## config.mk

```make
export PLATFORM = sky130hd
export DESIGN_NAME = thermistor_table_interpolator
export DESIGN_NICKNAME = d
export VERILOG_FILES = /design/src/rtl/core/tti_pkg.sv /design/src/rtl/core/thermistor_table_interpolator.sv
export SDC_FILE = /design/constraint.sdc
export NUM_CORES = 2
export LEC_CHECK = 0
export BUFFER_PORTS_ARGS = -buffer_cell sky130_fd_sc_hd__buf_2
export CAP_MARGIN = 15
export CORE_MARGIN = 3
export CORE_UTILIZATION = 35
export DETAILED_ROUTE_END_ITERATION = 6
export GPL_TIMING_DRIVEN = 0
export PLACE_DENSITY_LB_ADDON = 0.12
export SYNTH_ARGS = -nofsm -noshare
export SYNTH_HDL_FRONTEND = slang
export SYNTH_SLANG_ARGS = --single-unit
```

## constraint.sdc

```tcl
create_clock -name clk -period 23.3 [get_ports clk]
set_input_delay 3.495 -clock clk [delete_from_list [all_inputs] [get_ports clk]]
set_output_delay 3.495 -clock clk [all_outputs]
set_load 0.01 [all_outputs]
```

## src/rtl/core/tti_pkg.sv

```systemverilog
// Shared constants and types for the thermistor table interpolator.
// Depends on nothing; the top level refers to it by scoped names.
package tti_pkg;

  // Default sizes of the table and the converter.
  localparam int unsigned TABLE_ENTRIES_DEF = 32;
  localparam int unsigned SAMPLE_BITS_DEF   = 12;
  localparam int unsigned TABLE_BITS_DEF    = 12;

  // Fixed field widths.
  localparam int unsigned OP_W       = 1;
  localparam int unsigned INDEX_W    = 5;
  localparam int unsigned ENTRY_W    = 16;
  localparam int unsigned SAMPLE_W   = 12;
  localparam int unsigned TEMP_Q8_W  = 24;
  localparam int unsigned SEG_W      = 6;
  localparam int unsigned FRAC_BITS  = 8;

  // Datapath widths: aligned sample, product, scaled numerator, final sum.
  localparam int unsigned ALIGN_W = 16;
  localparam int unsigned DS_W    = 18;
  localparam int unsigned DT_W    = 17;
  localparam int unsigned PROD_W  = DS_W + DT_W;
  localparam int unsigned NUM_W   = PROD_W + FRAC_BITS;
  localparam int unsigned SUM_W   = NUM_W + 1;
  localparam int unsigned STEP_W  = $clog2(NUM_W);

  localparam int Q8_MAX = 8388607;
  localparam int Q8_MIN = -8388608;

  // Operation codes.
  localparam logic [OP_W-1:0] OP_LOAD    = 1'b0;
  localparam logic [OP_W-1:0] OP_CONVERT = 1'b1;

  typedef enum logic [6:0] {
    S_IDLE = 7'b0000001,
    S_SCAN = 7'b0000010,
    S_MUL  = 7'b0000100,
    S_PREP = 7'b0001000,
    S_DIV  = 7'b0010000,
    S_SUM  = 7'b0100000,
    S_DONE = 7'b1000000
  } state_t;

endpackage

```

## src/rtl/core/thermistor_table_interpolator.sv

```systemverilog
// Thermistor table interpolator: table memory, scan sequencer and divider.
// Uses tti_pkg for widths, operation codes and the state type.
// A load beat with an in-range index is written into the table memory on acceptance. A convert
// beat scans up to the first raw value above the sample, then goes through multiply, prepare,
// the divider steps, sum and output; a flat segment skips the divider, and a sample beyond the
// table goes from the scan straight to the sum. An unaccepted result holds the next one back.
// Throughput is one beat at a time, set by the table scan and the bit-serial divider.
// Synchronous reset clears control state only; table entries are undefined until loaded.
module thermistor_table_interpolator #(
  parameter int unsigned TABLE_ENTRIES = tti_pkg::TABLE_ENTRIES_DEF,
  parameter int unsigned SAMPLE_BITS   = tti_pkg::SAMPLE_BITS_DEF,
  parameter int unsigned TABLE_BITS    = tti_pkg::TABLE_BITS_DEF
) (
  input  logic                                  clk,
  input  logic                                  rst,
  input  logic                                  in_valid,
  output logic                                  in_ready,
  input  logic [tti_pkg::OP_W-1:0]              op,
  input  logic [tti_pkg::INDEX_W-1:0]           entry_index,
  input  logic signed [tti_pkg::ENTRY_W-1:0]    entry_raw,
  input  logic signed [tti_pkg::ENTRY_W-1:0]    entry_temp,
  input  logic [tti_pkg::SAMPLE_W-1:0]          sample,
  output logic                                  out_valid,
  input  logic                                  out_ready,
  output logic signed [tti_pkg::TEMP_Q8_W-1:0]  temperature_q8,
  output logic [tti_pkg::SEG_W-1:0]             segment,
  output logic                                  beyond_table
);

  localparam int unsigned IW = (TABLE_ENTRIES > 1) ? $clog2(TABLE_ENTRIES) : 1;
  localparam int unsigned CW = IW + 1;
  localparam int unsigned SH_R = (SAMPLE_BITS > TABLE_BITS) ? SAMPLE_BITS - TABLE_BITS : 0;
  localparam int unsigned SH_L = (SAMPLE_BITS > TABLE_BITS) ? 0 : TABLE_BITS - SAMPLE_BITS;
  localparam int unsigned EW = tti_pkg::ENTRY_W;
  localparam int unsigned SUM_W = tti_pkg::SUM_W;
  localparam int unsigned NUM_W = tti_pkg::NUM_W;
  localparam logic [31:0] ENTRIES32 = 32'(TABLE_ENTRIES);
  localparam logic [CW-1:0] ENTRIES_C = CW'(TABLE_ENTRIES);
  localparam logic [IW-1:0] LAST_IDX = IW'(TABLE_ENTRIES - 1);
  localparam logic [tti_pkg::STEP_W-1:0] LAST_STEP = tti_pkg::STEP_W'(NUM_W - 1);
  localparam logic signed [SUM_W-1:0] SAT_HI = SUM_W'(tti_pkg::Q8_MAX);
  localparam logic signed [SUM_W-1:0] SAT_LO = SUM_W'(tti_pkg::Q8_MIN);

  tti_pkg::state_t state;

  // Table memory: raw value in the upper half, temperature in the lower half.
  logic [2*EW-1:0] table_mem [TABLE_ENTRIES];
  logic [2*EW-1:0] rd_data;
  logic [IW-1:0]   rd_addr;
  logic [IW-1:0]   wr_addr;
  logic            wr_en;
  logic [IW+tti_pkg::INDEX_W-1:0] idx_wide;

  // Scan and datapath registers.
  logic [CW-1:0]        rd_cnt;
  logic                 rd_vld;
  logic [IW-1:0]        rd_num;
  logic [tti_pkg::ALIGN_W-1:0] s_al;
  logic signed [EW-1:0] low_r, low_t, high_r, high_t;
  logic [tti_pkg::SEG_W-1:0] seg;
  logic                 beyond;
  logic signed [tti_pkg::PROD_W-1:0] prod;
  logic signed [tti_pkg::DT_W-1:0]   dr;
  logic [NUM_W-1:0]     dvd;
  logic [EW-1:0]        rem;
  logic [EW-1:0]        dsr;
  logic                 q_neg;
  logic [tti_pkg::STEP_W-1:0] step;
  logic signed [tti_pkg::TEMP_Q8_W-1:0] res;

  // Combinational helpers.
  logic                 in_acc;
  logic [31:0]          aligned_w;
  logic signed [EW-1:0] scan_raw, scan_temp;
  logic                 scan_hit;
  logic [31:0]          rd_num32;
  logic signed [tti_pkg::DS_W-1:0] diff_s;
  logic signed [tti_pkg::DT_W-1:0] diff_t;
  logic signed [tti_pkg::DT_W-1:0] diff_r;
  logic signed [NUM_W-1:0] num_sc;
  logic [NUM_W-1:0]     num_mag;
  logic [tti_pkg::DT_W-1:0] dr_mag;
  logic [EW:0]          trial;
  logic                 trial_ge;
  logic signed [SUM_W-1:0] q_signed;
  logic signed [SUM_W-1:0] base_sc;
  logic signed [SUM_W-1:0] sum;
  logic                 out_free;

  assign in_ready  = (state == tti_pkg::S_IDLE);
  assign in_acc    = in_valid && in_ready;
  assign out_free  = !out_valid || out_ready;

  assign idx_wide  = {{IW{1'b0}}, entry_index};
  assign wr_addr   = idx_wide[IW-1:0];
  assign wr_en     = in_acc && (op == tti_pkg::OP_LOAD) && (32'(entry_index) < ENTRIES32);
  assign rd_addr   = (rd_cnt < ENTRIES_C) ? rd_cnt[IW-1:0] : '0;

  assign aligned_w = (32'(sample) >> SH_R) << SH_L;

  assign scan_raw  = rd_data[2*EW-1:EW];
  assign scan_temp = rd_data[EW-1:0];
  assign scan_hit  = $signed({scan_raw[EW-1], scan_raw}) > $signed({1'b0, s_al});
  assign rd_num32  = 32'(rd_num);

  assign diff_s = $signed({2'b00, s_al}) - $signed({{2{low_r[EW-1]}}, low_r});
  assign diff_t = $signed({high_t[EW-1], high_t}) - $signed({low_t[EW-1], low_t});
  assign diff_r = $signed({high_r[EW-1], high_r}) - $signed({low_r[EW-1], low_r});

  assign num_sc  = {prod, {tti_pkg::FRAC_BITS{1'b0}}};
  assign num_mag = prod[tti_pkg::PROD_W-1] ? NUM_W'(-num_sc) : NUM_W'(num_sc);
  assign dr_mag  = dr[tti_pkg::DT_W-1] ? tti_pkg::DT_W'(-dr) : tti_pkg::DT_W'(dr);

  // Restoring division, one quotient bit per cycle.
  assign trial    = {rem, dvd[NUM_W-1]};
  assign trial_ge = trial >= {1'b0, dsr};

  assign q_signed = q_neg ? -$signed({1'b0, dvd}) : $signed({1'b0, dvd});
  assign base_sc  = {{(SUM_W - EW - tti_pkg::FRAC_BITS){low_t[EW-1]}}, low_t,
                     {tti_pkg::FRAC_BITS{1'b0}}};
  assign sum      = base_sc + q_signed;

  always_ff @(posedge clk) begin
    if (wr_en) begin
      table_mem[wr_addr] <= {entry_raw, entry_temp};
    end
    rd_data <= table_mem[rd_addr];
  end

  // Control state.
  always_ff @(posedge clk) begin
    if (rst) begin
      state     <= tti_pkg::S_IDLE;
      out_valid <= 1'b0;
      rd_vld    <= 1'b0;
    end else begin
      // In the output state a taken beat is replaced by the next one below.
      if (out_valid && out_ready && state != tti_pkg::S_DONE) begin
        out_valid <= 1'b0;
      end
      unique case (state)
        tti_pkg::S_IDLE: begin
          rd_vld <= 1'b0;
          if (in_acc && op == tti_pkg::OP_CONVERT) begin
            state <= tti_pkg::S_SCAN;
          end
        end
        tti_pkg::S_SCAN: begin
          rd_vld <= (rd_cnt < ENTRIES_C);
          if (rd_vld && rd_num != '0) begin
            if (scan_hit) begin
              state <= tti_pkg::S_MUL;
            end else if (rd_num == LAST_IDX) begin
              state <= tti_pkg::S_SUM;
            end
          end
        end
        tti_pkg::S_MUL:  state <= tti_pkg::S_PREP;
        tti_pkg::S_PREP: state <= (dr == '0) ? tti_pkg::S_SUM : tti_pkg::S_DIV;
        tti_pkg::S_DIV: begin
          if (step == LAST_STEP) begin
            state <= tti_pkg::S_SUM;
          end
        end
        tti_pkg::S_SUM:  state <= tti_pkg::S_DONE;
        tti_pkg::S_DONE: begin
          if (out_free) begin
            out_valid <= 1'b1;
            state     <= tti_pkg::S_IDLE;
          end
        end
        default: state <= tti_pkg::S_IDLE;
      endcase
    end
  end

  // Datapath registers.
  always_ff @(posedge clk) begin
    unique case (state)
      tti_pkg::S_IDLE: begin
        rd_cnt <= '0;
        s_al   <= aligned_w[tti_pkg::ALIGN_W-1:0];
      end
      tti_pkg::S_SCAN: begin
        if (rd_cnt < ENTRIES_C) begin
          rd_num <= rd_cnt[IW-1:0];
          rd_cnt <= rd_cnt + CW'(1);
        end
        if (rd_vld) begin
          if (rd_num == '0) begin
            low_r <= scan_raw;
            low_t <= scan_temp;
          end else if (scan_hit) begin
            high_r <= scan_raw;
            high_t <= scan_temp;
            seg    <= rd_num32[tti_pkg::SEG_W-1:0];
            beyond <= 1'b0;
          end else begin
            low_r <= scan_raw;
            low_t <= scan_temp;
            // The last entry's temperature is given unchanged past the table end.
            if (rd_num == LAST_IDX) begin
              seg    <= ENTRIES32[tti_pkg::SEG_W-1:0];
              beyond <= 1'b1;
              dvd    <= '0;
              q_neg  <= 1'b0;
            end
          end
        end
      end
      tti_pkg::S_MUL: begin
        prod <= diff_s * diff_t;
        dr   <= diff_r;
      end
      tti_pkg::S_PREP: begin
        rem  <= '0;
        step <= '0;
        dsr  <= dr_mag[EW-1:0];
        if (dr == '0) begin
          dvd   <= '0;
          q_neg <= 1'b0;
        end else begin
          dvd   <= num_mag;
          q_neg <= prod[tti_pkg::PROD_W-1] ^ dr[tti_pkg::DT_W-1];
        end
      end
      tti_pkg::S_DIV: begin
        step <= step + tti_pkg::STEP_W'(1);
        if (trial_ge) begin
          rem <= EW'(trial - {1'b0, dsr});
          dvd <= {dvd[NUM_W-2:0], 1'b1};
        end else begin
          rem <= trial[EW-1:0];
          dvd <= {dvd[NUM_W-2:0], 1'b0};
        end
      end
      tti_pkg::S_SUM: begin
        if (sum > SAT_HI) begin
          res <= SAT_HI[tti_pkg::TEMP_Q8_W-1:0];
        end else if (sum < SAT_LO) begin
          res <= SAT_LO[tti_pkg::TEMP_Q8_W-1:0];
        end else begin
          res <= sum[tti_pkg::TEMP_Q8_W-1:0];
        end
      end
      tti_pkg::S_DONE: begin
        if (out_free) begin
          temperature_q8 <= res;
          segment        <= seg;
          beyond_table   <= beyond;
        end
      end
      default: begin
        rd_cnt <= '0;
      end
    endcase
  end

endmodule

```

# == Word level (Yosys, flattened, before mapping) ==
# Memory sizes are Yosys's and may differ from the RTL's. A register that Yosys moved wholly into a read port is not among the register bits.
# Cells that the tools add are included.
# W data, S select, Z words.
# op_classes
bitwise_logic,4
div,0
addsub,10
n_mul,1
n_shift,0
eq_ne,21
muxes,44
reduce_logical,26
magnitude_cmp,5
# ops
operator,count
$mux W43,6
$pmux W43 S3,1
$mux W16,6
$pmux W7 S7,1
$add A24 B44 Y44,1
$gt A44 B24 Y1 const B,1
$lt A44 B24 Y1 const B,1
$mux W44,1
$neg A43 Y44,1
$neg A43 Y43,1
$mux W7,6
$mul A17 B17 Y34,1
$sub A16 B16 Y17,2
$pmux W16 S2,1
$mux W24,1
$pmux W6 S2,2
$mux W6,3
$ge A17 B16 Y1,1
$logic_not A17 Y1,1
$sub A13 B16 Y17,1
$gt A16 B13 Y1,1
$ne A2 B2 Y1 const B,8
$neg A16 Y16,1
$sub A16 B16 Y16,1
31 further kinds,61
# word_totals
wordCells,136
output_inout_bits,33
latch_bits,0
mem_bits_ro,0
mem_count,1
regBits,292
mem_bits_rw,1024
# memory_table
name,depth,word_bits,read_ports,rd_clocked_by_memory_dff,wr,line_no,rtl
table_mem,32,32,1,1,1,thermistor_table_interpolator.sv:47,logic [2*EW-1:0] table_mem [TABLE_ENTRIES];

# == Logic depth before layout (Yosys ltp) ==
# depth
ltp_word,6
ltp_mapped,39
depth_no_buf,38

# == Worst setup path after synthesis ==
# OpenSTA, ideal clock, no wires.
# synth_timing
kind,register -> register
start,register s_al[0] (netlist name)
end,"register prod[32] (netlist name), data pin"
setup_ns,0.258
path_stages_with_launch,39
arrival_time_ns,8.646
n_path_buf,1
t_required_ns,23.042
period_less_slack_ns,8.904
setup_slack_ns,14.396
cell_sequence,edfxtp_1 > inv_1 > ha_1 > inv_1 > fa_1 > a21o_1 > a21oi_1 > o21ai_0 > a21oi_1 > o21ai_0 > a211oi_1 > o21bai_1 > a21oi_1 > xnor2_1 > clkbuf_1 > nand2_1 > fa_1 > inv_1 > (+3 left out) > inv_1 > fa_1 > fa_1 > inv_1 > fa_1 > inv_1 > ha_1 > o21ai_0 > nand2b_1 > a21boi_0 > a41o_1 > o21bai_1 > a221o_1 > o211ai_1 > a31o_2 > o21bai_1 > a21oi_1 > xnor2_1
# synth_via
elab_chain_len,2
# synth_rtl
item,line_no,rtl
from (decl),thermistor_table_interpolator.sv:58,logic [tti_pkg::ALIGN_W-1:0] s_al;
from (signal assigned),thermistor_table_interpolator.sv:182,s_al <= aligned_w[tti_pkg::ALIGN_W-1:0];
$sub A13 B16 Y17,thermistor_table_interpolator.sv:106,"assign diff_s = $signed({2'b00, s_al}) - $signed({{2{low_r[EW-1]}}, low_r});"
$mul A17 B17 Y34,thermistor_table_interpolator.sv:212,prod <= diff_s * diff_t;
to (signal assigned),thermistor_table_interpolator.sv:212,
to (decl),thermistor_table_interpolator.sv:62,logic signed [tti_pkg::PROD_W-1:0] prod;
# Every way passes these cells.
# A chain may end at the register's enable or synchronous reset.

# == Worst setup path after layout ==
# layout_timing
start,register s_al[0] (netlist name)
end,"register prod[31] (netlist name), data pin"
# Same word-level chain as after synthesis.

==> metrics.csv <==
stage,metric,value,unit
place,number of I/O port buffers,86,
route,DR WL/cell,25.10,um
die,core area,193000,sq um
cts,Root Driver,clkbuf_16,
timing,fmax,0.08442,GHz
cts,CTS tree,built,
global_routing,All-Layer GR Usage,19.26,%
status,outcome,completed,
place,DP Wirelength,140900,um
logic_synthesis,syn nets,5216,
worst_setup_path,kind of critical path,reg2reg,
flow_run,Max Cap Viol,0,
worst_hold_path,Hold Path Class,reg2reg,
timing,fin. max-slew vios,0,
worst_setup_path,Worst Path Required,23.77,ns
cts,post_cts resized,0,
layout,Area growth syn-to-layout,14.94,%
timing,relative slew slack,18.16,%
cts,H-tree Lvls,4,
worst_setup_path,critical path buffer and inverter count,8,
global_routing,initial antenna violation count,11,
cts,clk_lat worst skew,0.79,ns
global_routing,grt met2 use,33.88,%
timing,Post-Route Setup TNS,0,ns
logic_synthesis,Post-Syn Area,68080,sq um
route,initial DRC count,2571,
layout,Layout Cells excl Fill,7632,
cts,clk buf depth,3,
logic_synthesis,number of synthesized flops with an enable pin,1304,
timing,actual slew at the worst max-slew pin,1.228,ns
worst_setup_path,crit path DAT,12.31,ns
die,Die Width,447.0,um
global_routing,first-pass GRT wire length,279900,um
worst_setup_path,Worst Setup Start Kind,flip-flop,
layout,Final #Nets,5527,
timing,Layout Skew,0.04056,ns
die,Top Ports,87,
cts,clk slew on worst S/H paths,0.06,ns
timing,final period demand of the worst path,11.85,ns
layout,fin util,40.55,%
worst_setup_path,"slowest stage delay, CP",0.58,ns
global_routing,GR Util met3,2.366,%
global_routing,met1 Track Usage GR,25.15,%
logic_synthesis,Syn Inst Count,4663,
die,Starting Density,35.28,%
cts,CTS sink count,1345,
route,Routed Antenna Nets,0,
worst_setup_path,"slowest stage cell, crit path",clkbuf_1,
route,Pre-Repair DR Iteration Count,5,
place,placed cells,7339,
logic_synthesis,Synth Register Bits,1345,
die,die height,447.0,um
cts,CTS Buf Count,151,
route,Post-Route WL,191500,um
timing,RSZ-0062 raised after global routing,false,
route,vias per cell,5.116,
global_routing,pin count of the biggest net entering global routing,34,
logic_synthesis,Netlist cell types,78,
logic_synthesis,post-synthesis sequential area ratio,58.72,%
logic_synthesis,share of synthesized registers carrying an async set or reset,0,%
global_routing,vias in the first global route,40350,
layout,layout cell share with drive strength beyond 1,13.76,%
global_routing,grt peak-use layer,met2,
timing,final setup vio count,0,
timing,post-route clock period utilization,50.84,%
logic_synthesis,Post-Synthesis Mean Instance Area,14.60,sq um
cts,CTS Hold Bufs,0,
place,GP Congestion,0.8479,
timing,final hold violation count,0,
route,Remaining DRCs,0,
route,vias after detailed routing,39050,
timing,worst hold margin,0.4116,ns
logic_synthesis,yosys warns,0,
worst_setup_path,worst-path fanout max,10,
global_routing,global route overflow,0,
cts,Post CTS Setup Buffer Count,0,
worst_setup_path,CP Capture Type,flip-flop,
die,Cell Rows,161,
logic_synthesis,Synth Flop Type,edfxtp_1,
die,Die ar.,199800,sq um
worst_setup_path,"CP delay by family, top",adder cells,
==> worst reg2reg max path: cells and delay by family, from the launching register on <==
family	cells	cell delay, ns
compound gates	14	4.00
buf+inv	8	1.04
fa+ha+maj	9	4.15
xor+xnor	2	1.04
simple gates	4	0.78
flops	1	0.52
==> layout by cell type (no fill, tap or decap), types with 23 or more instances in the layout <==
| cell type | instances |
|---|---|
| inv_1 | 466 |
| clkinv_2 | 23 |
| clkbuf_16 | 154 |
| nand3_1 | 31 |
| mux4_2 | 192 |
| nor2_1 | 219 |
| nand2_1 | 309 |
| nor2_4 | 32 |
| a21oi_1 | 92 |
| nor3_1 | 43 |
| clkinv_1 | 39 |
| a21o_1 | 34 |
| ha_1 | 198 |
| buf_2 | 89 |
| or3_1 | 28 |
| buf_12 | 28 |
| o22ai_1 | 129 |
| fa_1 | 301 |
| nand2b_1 | 34 |
| mux2_2 | 33 |
| buf_1 | 38 |
| xnor2_1 | 131 |
| xor2_1 | 69 |
| edfxtp_1 | 1304 |
| clkbuf_1 | 158 |
| and2_1 | 33 |
| dfxtp_1 | 41 |
| o21ai_0 | 130 |
| o31ai_1 | 28 |
| nor2b_1 | 43 |
| mux2i_1 | 260 |
==> synth_stat cells, types with 12 or more instances <==
| library cell | instances | area [sq um] |
|---|---|---|
| a21o_1 | 34 | 255.2 |
| nand3_1 | 32 | 160.2 |
| buf_1 | 39 | 146.4 |
| nand2b_1 | 34 | 212.7 |
| o31ai_1 | 28 | 210.2 |
| mux2_2 | 33 | 371.6 |
| a31oi_1 | 12 | 75.07 |
| o22ai_1 | 129 | 807.0 |
| ha_1 | 198 | 2477 |
| clkbuf_1 | 132 | 495.5 |
| dfxtp_1 | 41 | 820.8 |
| fa_1 | 301 | 6026 |
| a211oi_1 | 18 | 135.1 |
| and2_1 | 33 | 206.5 |
| nor2b_1 | 44 | 275.3 |
| nand2_1 | 309 | 1160 |
| mux4_2 | 192 | 4324 |
| xor2_1 | 69 | 604.3 |
| xnor2_1 | 131 | 1147 |
| edfxtp_1 | 1304 | 39160 |
| or4_1 | 17 | 127.6 |
| mux2i_1 | 260 | 2603 |
| nor3_1 | 47 | 235.2 |
| o21a_1 | 15 | 112.6 |
| nand4_1 | 18 | 112.6 |
| o21ai_0 | 130 | 650.6 |
| nor2_1 | 251 | 942.2 |
| or3_1 | 28 | 175.2 |
| a21oi_1 | 93 | 465.5 |
| o41ai_1 | 19 | 166.4 |
| or2_2 | 14 | 87.58 |
| a21boi_0 | 21 | 157.7 |
| inv_1 | 466 | 1749 |
| nor4_1 | 21 | 131.4 |
| o21ai_2 | 21 | 183.9 |
==> cell type report <==
| type | count | area (sq um) |
|---|---|---|
| fill | 17930 | 114700 |
| tap | 2526 | 3161 |
| inverter | 466 | 1749 |
| clock inverter | 91 | 930.9 |
| timing repair buffer | 158 | 1695 |
| clock buffer | 191 | 4083 |
| buffer | 178 | 716.9 |
| antenna | 3 | 7.507 |
| sequential | 1345 | 39980 |
| multi-input combinational | 2674 | 25930 |
==> registers in the layout, summed over array words and instances (netlist names) <==
signal	count
table_mem	1024
dvd	43
prod	34
rd_data	32
res	24
temperature_q8	24
dr	17
dsr	16
high_r	16
high_t	16
low_r	16
low_t	16
rem	16
s_al	12
state	7
rd_cnt	6
seg	6
segment	6
step	6
rd_num	5
out_valid	1
q_neg	1
rd_vld	1
==> worst paths after layout <==
kind / slack [ns] / cells past startpoint / end / start
max: 11.45 / 37 / prod[31]$_DFFE_PP_ / s_al[0]$_DFFE_PP_
min: 0.41 / 0 / temperature_q8[3]$_DFFE_PP_ / res[3]$_SDFFCE_PN1P_
max reg2reg: 11.45 / 37 / prod[31]$_DFFE_PP_ / s_al[0]$_DFFE_PP_
min reg2reg: 0.41 / 0 / temperature_q8[3]$_DFFE_PP_ / res[3]$_SDFFCE_PN1P_
==> per-layer routing <==
metal  vias up  part of all wire, %  wire (um)
met1     20220                   43      82170
met4         2                  2.3       4358
li1      17840                    -          -
met5         -               0.0037          7
met2       763                   51      98090
met3       226                  3.6       6915
==> stage by stage <==
stage	setup WS, ns	instance area (sq um)
after floorplan	14.40	68080
after global placement	11.04	71670
after detailed placement	11.11	73120
after CTS	11.09	78130
after global routing	10.78	78240
final	11.45	78250
==> kinds of logic after synthesis <==
kind of cell,synth area share (%)
AO/OA/AOI/OAI,5.584
XOR/XNOR,2.573
adder cells (fa/ha/maj),12.49
buffers and inverters,3.617
flip-flops,58.72
multiplexers,10.72
AND/OR/NAND/NOR,6.291
Power is left out: the tool's default activity adds up to more than one toggle a clock period on the data nets, which glitch-free logic cannot reach.
